### src/hdl/cfr_pkg.sv
// ----------------------------------------------------------------------------
// cfr_pkg
// Types and constants shared by the command frame receiver.
// ----------------------------------------------------------------------------
package cfr_pkg;

   localparam int unsigned MAX_DATA       = 16;
   localparam int unsigned FRAME_OVERHEAD = 3;
   localparam int unsigned HIGHEST_CMD    = 4;

   localparam logic [7:0] MAX_LEN    = 8'(MAX_DATA + FRAME_OVERHEAD);
   localparam logic [7:0] MIN_LEN    = 8'(FRAME_OVERHEAD);
   localparam logic [7:0] TOP_CMD    = 8'(HIGHEST_CMD);

   localparam logic [1:0] PH_CMD  = 2'd0;
   localparam logic [1:0] PH_LEN  = 2'd1;
   localparam logic [1:0] PH_DATA = 2'd2;
   localparam logic [1:0] PH_SUM  = 2'd3;

   localparam logic [1:0] ST_OK      = 2'd0;
   localparam logic [1:0] ST_BAD_CMD = 2'd1;
   localparam logic [1:0] ST_BAD_SUM = 2'd2;
   localparam logic [1:0] ST_BAD_LEN = 2'd3;

   typedef struct packed {
      logic       is_frame_end;
      logic [7:0] frame_command;
      logic [7:0] data_value;
      logic [3:0] data_index;
      logic [1:0] frame_status;
   } result_type;

endpackage

### src/hdl/cfr_if.sv
// ----------------------------------------------------------------------------
// cfr_req_if / cfr_rsp_if
// Valid/ready channels for received bytes and parse results.
// ----------------------------------------------------------------------------
interface cfr_req_if;
   logic       valid;
   logic       ready;
   logic [7:0] rx_byte;

   modport source (output valid, output rx_byte, input ready);
   modport sink   (input valid, input rx_byte, output ready);
endinterface

interface cfr_rsp_if;
   logic       valid;
   logic       ready;
   logic       is_frame_end;
   logic [7:0] frame_command;
   logic [7:0] data_value;
   logic [3:0] data_index;
   logic [1:0] frame_status;

   modport source (output valid, output is_frame_end, output frame_command,
                   output data_value, output data_index, output frame_status,
                   input ready);
   modport sink   (input valid, input is_frame_end, input frame_command,
                   input data_value, input data_index, input frame_status,
                   output ready);
endinterface

### src/hdl/cfr_parser.sv
// ----------------------------------------------------------------------------
// cfr_parser
// Frame parse state and the result decode for one byte per step.
// ----------------------------------------------------------------------------
module cfr_parser (
   input  logic                clock,
   input  logic                reset,
   input  logic                step,
   input  logic [7:0]          rx_byte,
   output logic                has_result,
   output cfr_pkg::result_type result
);
   import cfr_pkg::*;

   logic [1:0] phase_ff,    phase_in;
   logic [7:0] command_ff,  command_in;
   logic [7:0] left_ff,     left_in;
   logic [3:0] position_ff, position_in;
   logic [7:0] xor_ff,      xor_in;
   logic [7:0] left_dec;

   always_ff @(posedge clock) begin
      if (reset) begin
         phase_ff    <= PH_CMD;
         command_ff  <= '0;
         left_ff     <= '0;
         position_ff <= '0;
         xor_ff      <= '0;
      end else if (step) begin
         phase_ff    <= phase_in;
         command_ff  <= command_in;
         left_ff     <= left_in;
         position_ff <= position_in;
         xor_ff      <= xor_in;
      end
   end

   assign left_dec = left_ff - 8'd1;

   always_comb begin
      phase_in            = phase_ff;
      command_in          = command_ff;
      left_in             = left_ff;
      position_in         = position_ff;
      xor_in              = xor_ff;
      has_result          = 1'b0;
      result.is_frame_end = 1'b0;
      result.frame_command = command_ff;
      result.data_value   = '0;
      result.data_index   = '0;
      result.frame_status = ST_OK;
      unique case (phase_ff)
         PH_CMD: begin
            command_in  = rx_byte;
            xor_in      = rx_byte;
            left_in     = '0;
            position_in = '0;
            phase_in    = PH_LEN;
         end
         PH_LEN: begin
            xor_in = xor_ff ^ rx_byte;
            if (rx_byte > MAX_LEN || rx_byte < MIN_LEN) begin
               has_result          = 1'b1;
               result.is_frame_end = 1'b1;
               result.frame_status = ST_BAD_LEN;
               phase_in            = PH_CMD;
            end else begin
               left_in     = rx_byte - MIN_LEN;
               position_in = '0;
               phase_in    = (rx_byte == MIN_LEN) ? PH_SUM : PH_DATA;
            end
         end
         PH_DATA: begin
            has_result        = 1'b1;
            result.data_value = rx_byte;
            result.data_index = position_ff;
            xor_in            = xor_ff ^ rx_byte;
            position_in       = position_ff + 4'd1;
            left_in           = left_dec;
            if (left_dec == 8'd0) begin
               phase_in = PH_SUM;
            end
         end
         PH_SUM: begin
            has_result          = 1'b1;
            result.is_frame_end = 1'b1;
            phase_in            = PH_CMD;
            priority if (command_ff > TOP_CMD) begin
               result.frame_status = ST_BAD_CMD;
            end else if (xor_ff != rx_byte) begin
               result.frame_status = ST_BAD_SUM;
            end else begin
               result.frame_status = ST_OK;
            end
         end
         default: begin
            phase_in = PH_CMD;
         end
      endcase
   end

`ifndef SYNTHESIS
   a_cmd_then_len: assert property (@(posedge clock) disable iff (reset)
      step && phase_ff == PH_CMD |=> phase_ff == PH_LEN)
      else $error("command byte did not move parser to length");

   a_sum_ends_frame: assert property (@(posedge clock) disable iff (reset)
      step && phase_ff == PH_SUM |-> has_result && result.is_frame_end)
      else $error("checksum byte gave no frame end");

   a_data_has_count: assert property (@(posedge clock) disable iff (reset)
      phase_ff == PH_DATA |-> left_ff != 8'd0)
      else $error("data phase with no bytes left");

   a_end_back_to_cmd: assert property (@(posedge clock) disable iff (reset)
      step && has_result && result.is_frame_end |=> phase_ff == PH_CMD)
      else $error("frame end did not return to command phase");
`endif

endmodule

### src/hdl/command_frame_receiver_top.sv
// path: an item is registered at acceptance, and the parse step then loads its
//    result, if it gives one, into the result register, which offers it on the
//    result channel until it is taken
// throughput: one item per cycle while the result channel does not stall, with
//    the parse step combinational between the input and result registers
// reset: synchronous; clears both valid flags and the parse state
// ----------------------------------------------------------------------------
// command_frame_receiver_top
// Parses length-prefixed command frames with an XOR checksum, one byte a step.
// ----------------------------------------------------------------------------
module command_frame_receiver_top (
   input  logic      clock,
   input  logic      reset,
   cfr_req_if.sink   req_if,
   cfr_rsp_if.source rsp_if
);
   import cfr_pkg::*;

   logic       in_valid_ff;
   logic [7:0] in_byte_ff;
   logic       out_valid_ff;
   result_type out_ff;
   logic       has_result;
   result_type result;
   logic       out_free;
   logic       advance;

   assign out_free = !out_valid_ff || rsp_if.ready;
   assign advance  = in_valid_ff && (!has_result || out_free);
   assign req_if.ready = !in_valid_ff || advance;

   cfr_parser u_parser (
      .clock      (clock),
      .reset      (reset),
      .step       (advance),
      .rx_byte    (in_byte_ff),
      .has_result (has_result),
      .result     (result)
   );

   always_ff @(posedge clock) begin
      if (reset) begin
         in_valid_ff <= 1'b0;
      end else if (req_if.ready) begin
         in_valid_ff <= req_if.valid;
      end
   end

   always_ff @(posedge clock) begin
      if (req_if.ready && req_if.valid) begin
         in_byte_ff <= req_if.rx_byte;
      end
   end

   always_ff @(posedge clock) begin
      if (reset) begin
         out_valid_ff <= 1'b0;
      end else if (out_free) begin
         out_valid_ff <= advance && has_result;
      end
   end

   always_ff @(posedge clock) begin
      if (advance && has_result) begin
         out_ff <= result;
      end
   end

   assign rsp_if.valid         = out_valid_ff;
   assign rsp_if.is_frame_end  = out_ff.is_frame_end;
   assign rsp_if.frame_command = out_ff.frame_command;
   assign rsp_if.data_value    = out_ff.data_value;
   assign rsp_if.data_index    = out_ff.data_index;
   assign rsp_if.frame_status  = out_ff.frame_status;

`ifndef SYNTHESIS
   a_no_lost_result: assert property (@(posedge clock) disable iff (reset)
      advance && has_result |-> out_free)
      else $error("result written over a pending one");

   a_step_consumes: assert property (@(posedge clock) disable iff (reset)
      advance && !(req_if.valid && req_if.ready) |=> !in_valid_ff)
      else $error("input register kept a consumed item");

   a_stall_holds_input: assert property (@(posedge clock) disable iff (reset)
      in_valid_ff && !advance |=> in_valid_ff && $stable(in_byte_ff))
      else $error("stalled item changed");
`endif

endmodule

### src/flat_wrapper.sv
// flat-port wrapper written by rule: the top's interface ports become plain ports
module command_frame_receiver_top_flat import cfr_pkg::*;
  (clock, reset, req_if_valid, req_if_rx_byte, req_if_ready, rsp_if_valid, rsp_if_is_frame_end, rsp_if_frame_command, rsp_if_data_value, rsp_if_data_index, rsp_if_frame_status, rsp_if_ready);
  cfr_req_if req_if_i ();
  cfr_rsp_if rsp_if_i ();
  input  logic clock;
  input  logic reset;
  input wire logic [$bits(req_if_i.valid)-1:0] req_if_valid;
  input wire logic [$bits(req_if_i.rx_byte)-1:0] req_if_rx_byte;
  output wire logic [$bits(req_if_i.ready)-1:0] req_if_ready;
  output wire logic [$bits(rsp_if_i.valid)-1:0] rsp_if_valid;
  output wire logic [$bits(rsp_if_i.is_frame_end)-1:0] rsp_if_is_frame_end;
  output wire logic [$bits(rsp_if_i.frame_command)-1:0] rsp_if_frame_command;
  output wire logic [$bits(rsp_if_i.data_value)-1:0] rsp_if_data_value;
  output wire logic [$bits(rsp_if_i.data_index)-1:0] rsp_if_data_index;
  output wire logic [$bits(rsp_if_i.frame_status)-1:0] rsp_if_frame_status;
  input wire logic [$bits(rsp_if_i.ready)-1:0] rsp_if_ready;
  assign req_if_i.valid = req_if_valid;
  assign req_if_i.rx_byte = req_if_rx_byte;
  assign req_if_ready = req_if_i.ready;
  assign rsp_if_valid = rsp_if_i.valid;
  assign rsp_if_is_frame_end = rsp_if_i.is_frame_end;
  assign rsp_if_frame_command = rsp_if_i.frame_command;
  assign rsp_if_data_value = rsp_if_i.data_value;
  assign rsp_if_data_index = rsp_if_i.data_index;
  assign rsp_if_frame_status = rsp_if_i.frame_status;
  assign rsp_if_i.ready = rsp_if_ready;
  command_frame_receiver_top u_core (.clock(clock), .reset(reset), .req_if(req_if_i), .rsp_if(rsp_if_i));
endmodule
### config.mk
export PLATFORM = sky130hd
export DESIGN_NAME = command_frame_receiver_top_flat
export DESIGN_NICKNAME = d
export VERILOG_FILES = /design/src/hdl/cfr_pkg.sv /design/src/hdl/cfr_if.sv /design/src/hdl/cfr_parser.sv /design/src/hdl/command_frame_receiver_top.sv /design/src/flat_wrapper.sv
export SDC_FILE = /design/constraint.sdc
export NUM_CORES = 1
export LEC_CHECK = 0
export BUFFER_PORTS_ARGS = -buffer_cell sky130_fd_sc_hd__buf_2
export CAP_MARGIN = 20
export CORE_MARGIN = 3
export CORE_UTILIZATION = 50
export CTS_BUF_LIST = sky130_fd_sc_hd__clkbuf_2 sky130_fd_sc_hd__clkbuf_4 sky130_fd_sc_hd__clkbuf_8
export CTS_CLUSTER_SIZE = 24
export DETAILED_ROUTE_END_ITERATION = 7
export PLACE_DENSITY = 0.78
export SYNTH_ARGS = -nofsm -noshare
export SYNTH_HDL_FRONTEND = slang
export SYNTH_HIERARCHICAL = 1
export SYNTH_SLANG_ARGS = --single-unit
### constraint.sdc
create_clock -name clock -period 4.8 [get_ports clock]
set_clock_uncertainty 0.2 [all_clocks]
set_input_delay 0.24 -clock clock [delete_from_list [all_inputs] [get_ports clock]]
set_output_delay 0.24 -clock clock [all_outputs]
set_load 0.01 [all_outputs]
==> impl_results.md, run 1 <==
* WP buf/inv at 0
* Worst-margin pin slew at 908 ps
* GP Congestion at 0.864
* Gate Count Post-Synth at 300
* Crit path top cell by count: nand2_1
* Post-Layout Cell Count at 414
* Final setup vio count at 0
* Initial Utilization at 0.536
* First-pass GRT wire length at 11000 um
* Number of setup buffers added after CTS at 0
* Yosys warnings at 6
* Critical Path AT at 3760 ps
* Max-Cap Viols at 0
* Top post-synthesis cells by area: edfxtp_1, dfxtp_1, a21oi_1
* Commonest cells after routing, fill and taps aside: buf_2, nand2_1, dfxtp_1
* Sink Count at 63
* Share of cells above drive strength 1 at 0.178
* Run status: completed
* Ys flop type: dfxtp_1
* Vias in the first global route at 2317
* Final worst path period need at 3690 ps
* TNS Setup at 0 ps
* Core Region at 5740 um^2
* # diodes at 0
* WL/cell at 16.0 um
* Die Y at 84.5 um
* Residual overflow from global routing at 0
* RSZ-0062 raised after global routing: false
* Leak at 1.33 nW
* Critical-path top delay cell: a21boi_1
* Largest net degree at the start of global routing at 36
* FMAX at 0.271 GHz
* CP startpoint kind: flop
* Pins Over Slew Limit at 0
* Worst IR Drop VDD at 0.258 mV
* Post-route ant nets at 0
* Design area at 3570 um^2
* Nets at 358
* Min-delay worst type: in2reg
* DRC at 0
* Area Growth Syn to Fin at 16.1%
* Most common cell after layout, fill and taps aside: buf_2
* CP endpoint kind: flop
* Syn avg cell area at 10.3 um^2
* Slew HR at 0.394
* Count of state elements after synthesis at 63
* DP Wirelength at 4200 um
* FP Rows at 27
* Power Dens Cells at 348 nW/um^2
* CTS buffer count at 9
* H-tree depth at 3
* GRT Resource Usage Total at 0.198
* Fillers at 478
* Placed cells at 388
* Post-synth cell types at 52
* Fin. Hold Viols at 0
* Syn nets at 321
* Synthesized area at 3080 um^2
* EDFF count, synth at 31
* Vias at 2424
* Sequential Area at 1570 um^2
* Area after DPL at 3230 um^2
* Initial antenna violation count at 0
* Multi-input gate area at 1340 um^2
* IO Port Bufs at 36
* CTS tree: done
* Critical path, cell by cell: ha_1 > nor4_1 > o31ai_4 > a31oi_1 > a21boi_1 > nand2_1 > mux2i_1 > nand2_1 > a21oi_1
* Die width at 84.5 um
* CTS root buf: clkbuf_8
* Clock Tree Buf Depth at 2
* Via density at 5.86
* Post-synth top area cell: edfxtp_1
* CP max stage delay at 730 ps
* Tcrit/Tclk final at 0.769
* Seq/Total Area, Yosys at 0.511
* WS Path Type: reg2reg
* Crit Path Max Fanout at 16
* Ys async rst share at 0
* Top cell family by delay on the critical path: compound AO/OA/AOI/OAI gates
* Routed WL at 6610 um
* Top-area cell type share of the netlist area at 0.302
* Clk Latency, worst-skew pair at 350 ps
* Critical Path RT at 4870 ps
* Top Ports at 37
* Reg clk slew, reported paths at 70 ps
* 1st-iter DRT viols at 141
* First-pass DRT Iterations at 4
* Die footprint at 7130 um^2
==> through the flow <==
step / hold slack, ps / setup slack, ps / total power, mW / utilization
global route: 38.3 / 768 / 1.29 / 0.622
floorplan: 109 / 1440 / 0.673 / -
detailed placement: 218 / 1150 / 0.692 / 0.562
finish: 22.3 / 1110 / 1.24 / 0.622
global placement: 216 / 1340 / 0.687 / 0.562
CTS: 7.49 / 1100 / 1.25 / 0.619
==> flip-flops by register name, summed over array words and instances, names as in the netlist, 2 cells and up, named ones only <==
name / flops
u_core/u_parser/xor_ff: 8
u_core/u_parser/position_ff: 4
u_core/in_byte_ff: 8
u_core/rsp_if.data_index: 4
u_core/u_parser/left_ff: 8
u_core/rsp_if.frame_command: 8
u_core/rsp_if.frame_status: 2
u_core/u_parser/command_ff: 8
u_core/rsp_if.data_value: 8
==> Yosys cell counts (all sizes together), types with 9 or more instances <==
| master | count |
|---|---|
| dfxtp | 32 |
| nand2 | 32 |
| edfxtp | 31 |
| a21oi | 28 |
| nand3 | 16 |
| xnor2 | 16 |
| o21ai | 15 |
| clkbuf | 14 |
| and2 | 12 |
| inv | 11 |
| ha | 9 |
==> area by class of cell <==
type,count,share of cell area
repair buffers,46,0.0799
clock inverters,6,0.0308
multi-input cells,205,0.375
inverters,12,0.0126
well taps,72,0.0252
flip-flops and latches,63,0.440
clock buffers,10,0.0368
==> per-layer routing <==
| metal | share of wire | wire, um | vias up | GRT usage |
|---|---|---|---|---|
| met3 | 0.073 | 481 | 25 | 0.0422 |
| met2 | 0.47 | 3090 | 109 | 0.301 |
| met4 | 0.043 | 286 | 0 | 0.141 |
| met5 | 0 | 0 | - | 0 |
| met1 | 0.42 | 2750 | 1145 | 0.250 |
| li1 | - | - | 1145 | - |
==> report_power, final <==
| group | leakage (nW) | switching [mW] | internal [mW] |
|---|---|---|---|
| Clock | 0.116 | 0.206 | 0.349 |
| Combinational | 0.644 | 0.0507 | 0.0403 |
| Sequential | 0.568 | 0.0206 | 0.576 |
==> repair_timing <==
| item | CTS | global route |
|---|---|---|
| gates resized for setup | 0 | 0 |
| hold endpoints to repair | 9 | 0 |
| hold buffers | 9 | 0 |
==> kinds of logic (layout without fill, tap and decap cells) <==
group / count (synthesis) / after routing / synth area share
compound gates: 69 / 69 / 0.144
mux: 8 / 8 / 0.0260
buf+inv: 32 / 74 / 0.0553
simple gates: 100 / 100 / 0.173
fa+ha+maj: 9 / 9 / 0.0366
xor+xnor: 19 / 19 / 0.0541
flops: 63 / 63 / 0.511
==> worst register-to-register path: cells and delay by family, from the launching register on <==
kind	cells	cell delay [ps]
adder cells (fa/ha/maj)	1	320
AO/OA/AOI/OAI	4	1500
flip-flops	1	590
AND/OR/NAND/NOR	3	720
multiplexers	1	260
==> final timing paths <==
path                                                    start                             end  slack, ps  cells after the start
worst max-delay path                     u_core/in_byte_ff[0]       u_core/u_parser/xor_ff[2]       1110                      9
worst min register to register  u_core/u_parser/command_ff[5]  u_core/rsp_if.frame_command[5]        260                      0
worst min-delay path                             rsp_if_ready             u_core/rsp_if.valid         20                      3
worst max register to register           u_core/in_byte_ff[0]       u_core/u_parser/xor_ff[2]       1110                      9
Power figures use the tool's default switching activity.
==> inputs of run 2 (changes only) <==
Settings changed: ABC_AREA from default to 1, PLACE_DENSITY 0.78 to 0.81.
Clock period 4.8 ns to 3.24 ns, I/O delays scaled along.
==> run 2 against run 1 <==
Net effect: worst hold slack improved by 240 ps; synthesized cell count rose by 15%; worst setup slack got worse by 560 ps; clock power rose by 4.1%; final cell count rose by 15%; wire length fell by 4.9%; sequential cell count did not move; maximum frequency rose by 37%; critical path type unchanged; critical endpoint is now u_core/u_parser/position_ff[3]; highest routed layer unchanged.
==> impl_results.md, run 2 <==
* Multiplexer share of the synthesized area at 0 (-0.0260)
* Reg clk slew, reported paths at 80 ps (about the same)
* Syn avg cell area at 8.71 um^2 (-15%)
* Final worst slack at 556 ps (-555 ps)
* Final worst path period need at 2680 ps (-1000 ps)
* Ys async rst share at 0 (unchanged)
* Fin. Hold Viols at 0 (unchanged)
* Crit Path Max Fanout at 16 (unchanged)
* Pins Over Slew Limit at 0 (unchanged)
* Seq/Total Area, Yosys at 0.521 (+0.0108)
* Final Util at 0.627 (+0.00454)
* Syn nets at 367 (+14%)
* GRT Resource Usage Total at 0.187 (-0.0110)
* Slew HR at 0.613 (+0.219)
* Yosys warnings at 6 (unchanged)
* Post-synth top area cell: edfxtp_1
* Post-route ant nets at 0 (unchanged)
* Min-delay worst type: reg2reg
* WL/cell at 13.2 um (-18%)
* Largest net degree at the start of global routing at 24 (-33%)
* Die width at 83.6 um (-0.97%)
* Residual overflow from global routing at 0 (unchanged)
* Routed WL at 6290 um (-4.9%)
* Power Dens Cells at 456 nW/um^2 (+31%)
* GP Congestion at 0.960 (+11%)
* H-tree depth at 3 (unchanged)
* Number of setup buffers added after CTS at 0 (unchanged)
* Final setup vio count at 0 (unchanged)
* CTS buffer count at 9 (unchanged)
* Die footprint at 7000 um^2 (-1.9%)
* DRC at 0 (unchanged)
* Tcrit/Tclk final at 0.828 (+0.0600)
* Commonest cells after routing, fill and taps aside: nand2_1, inv_1, buf_2
* # diodes at 0 (unchanged)
* WS Path Type: reg2reg
* Initial antenna violation count at 0 (unchanged)
* Share of cells above drive strength 1 at 0.185 (+0.00637)
* 1st-iter DRT viols at 266 (+89%)
* TNS Setup at 0 ps (unchanged)
* Clock Tree Buf Depth at 2 (unchanged)
* RSZ-0062 raised after global routing: false
* Max-Cap Viols at 0 (unchanged)
* First-pass DRT Iterations at 5 (+1)
* Worst IR Drop VDD at 0.299 mV (+16%)
* FP Rows at 27 (unchanged)
* Most instantiated cells after synthesis: nand2_1, inv_1, nor2_1
* Post-Synth Simple-Gate Area at 0.234 (+0.0605)
* CP startpoint kind: flop
* FMAX at 0.373 GHz (+37%)
* Gate Count Post-Synth at 346 (+15%)
* Area Growth Syn to Fin at 18.0%
* Top Ports at 37 (unchanged)
* Pre-CTS setup slack at 630 ps (-518 ps)
* CTS tree: done
* Ys flop type: dfxtp_1
* CTS resizes at 0 (unchanged)
* Critical Path RT at 3300 ps (-1570 ps)
* Sink Count at 63 (unchanged)
* Post-synth cell types at 35 (-33%)
* Run status: completed
* Via density at 5.26 (-10%)
* Die Y at 83.6 um (-0.97%)
* Initial Utilization at 0.531 (-0.00486)
* R2R setup slack at 560 ps (-560 ps)
* Top post-synthesis cells by area: edfxtp_1, dfxtp_1, nand2_1
* Count of state elements after synthesis at 63 (unchanged)
* EDFF count, synth at 31 (unchanged)
* Area share of fa/ha/maj cells after synthesis at 0.0374 (+0.000775)
* Nets at 422 (+18%)
* Fillers at 503 (+5.2%)
* Core Region at 5680 um^2 (-1.2%)
* Vias at 2514 (+3.7%)
* Worst-margin pin slew at 579 ps (-329 ps)
* Count leader, synth: nand2_1
* First-pass GRT wire length at 10200 um (-7.1%)
* IO Port Bufs at 36 (unchanged)
* Clk Latency, worst-skew pair at 350 ps (about the same)
* Most common cell after layout, fill and taps aside: nand2_1
* Top-area cell type share of the netlist area at 0.309 (+0.00640)
* Synthesized area at 3010 um^2 (-2.1%)
* Post-synthesis xor/xnor area fraction at 0.0320 (-0.0221)
* DP Wirelength at 4550 um (+8.4%)
* Vias in the first global route at 2249 (-2.9%)
* Critical Path AT at 2750 ps (-1010 ps)
* Leak at 1.59 nW (+20%)
* Largest family of logic cells by synthesized area: simple AND/OR/NAND/NOR gates
* CP endpoint kind: flop
* Synth Area in Compound Gates at 0.103 (-0.0418)
* CTS root buf: clkbuf_8
-- run 2: cell count changes after synthesis, moves of 4 or more --
cell	previous run	this run
nor2_1	8	35
clkbuf_1	12	4
and2_1	11	0
nand3_1	16	24
mux2i_1	8	0
o32ai_1	4	0
xor2_1	3	10
nand2_1	32	69
nor2b_1	7	0
xnor2_1	16	1
inv_1	11	44
-- run 2: worst max-delay path, cell delays in order (launching register included) --
cell      delay [ps]
edfxtp_1         510
ha_1             310
nor2_4           130
nand2_2           70
nand2_2          120
nand2_4          100
a31oi_1          190
nand2_1           70
nand2_1           60
inv_1             80
o21ai_0           90
nand2_1          170
nand2_8          170
o21ai_2          100
nor3b_1          230
-- run 2: cell families (layout without fill, tap and decap cells) --
logic type / after synthesis / after routing
and+or+nand+nor: 153 / 153
xor gates and xnor gates: 11 / 11
adders and majority gates: 9 / 9
buffers and inverters: 54 / 114
AOI/OAI and AO/OA: 56 / 56
DFF: 63 / 63
-- run 2: worst paths after layout --
kind                                       from                             end  depth (start not counted)
setup / recovery           u_core/in_byte_ff[0]  u_core/u_parser/position_ff[3]                         14
hold / removal    u_core/u_parser/command_ff[2]  u_core/rsp_if.frame_command[2]                          0
setup reg to reg           u_core/in_byte_ff[0]  u_core/u_parser/position_ff[3]                         14
hold reg to reg   u_core/u_parser/command_ff[2]  u_core/rsp_if.frame_command[2]                          0
-- run 2: area by class of cell --
type / count / area, um^2 / area share
clock buffer: 9 / 124 / 0.0348
clock inverter: 7 / 46.3 / 0.0130
inverter: 47 / 176 / 0.0496
multi-input combinational: 229 / 1220 / 0.344
sequential: 63 / 1570 / 0.442
tap: 72 / 90.1 / 0.0253
timing repair buffer: 51 / 323 / 0.0908
-- run 2: report_power, final --
part	switching (mW)	internal (mW)
Clock	0.302	0.276
Sequential	0.0257	0.860
Combinational	0.0978	0.0604
Total	0.425	1.20
-- run 2: per-stage QoR --
| step | std cells | hold slack (ps) | power (mW) | cell area (um^2) |
|---|---|---|---|---|
| 2_1_floorplan | 346 | 24.4 | 1.01 | 3010 |
| 3_3_place_gp | 450 | 139 | 1.04 | 3270 |
| 3_5_place_dp | 450 | 140 | 1.05 | 3270 |
| 4_1_cts | 478 | 261 | 1.63 | 3560 |
| 5_1_grt | 478 | 291 | 1.70 | 3560 |
| 6_report | 478 | 260 | 1.62 | 3560 |
-- run 2: metal layers --
layer	vias up	track usage	wire, um
met3	17	0.0573	499
met2	111	0.294	2910
met1	1132	0.230	2730
met5	-	0	0
li1	1254	-	-
met4	0	0.0994	150
-- run 2: what timing repair did --
action / 4_1_cts / 5_1_grt
setup endpoints to repair: 0 / 0
hold endpoints to repair: 19 / 0
hold buffers: 12 / 0
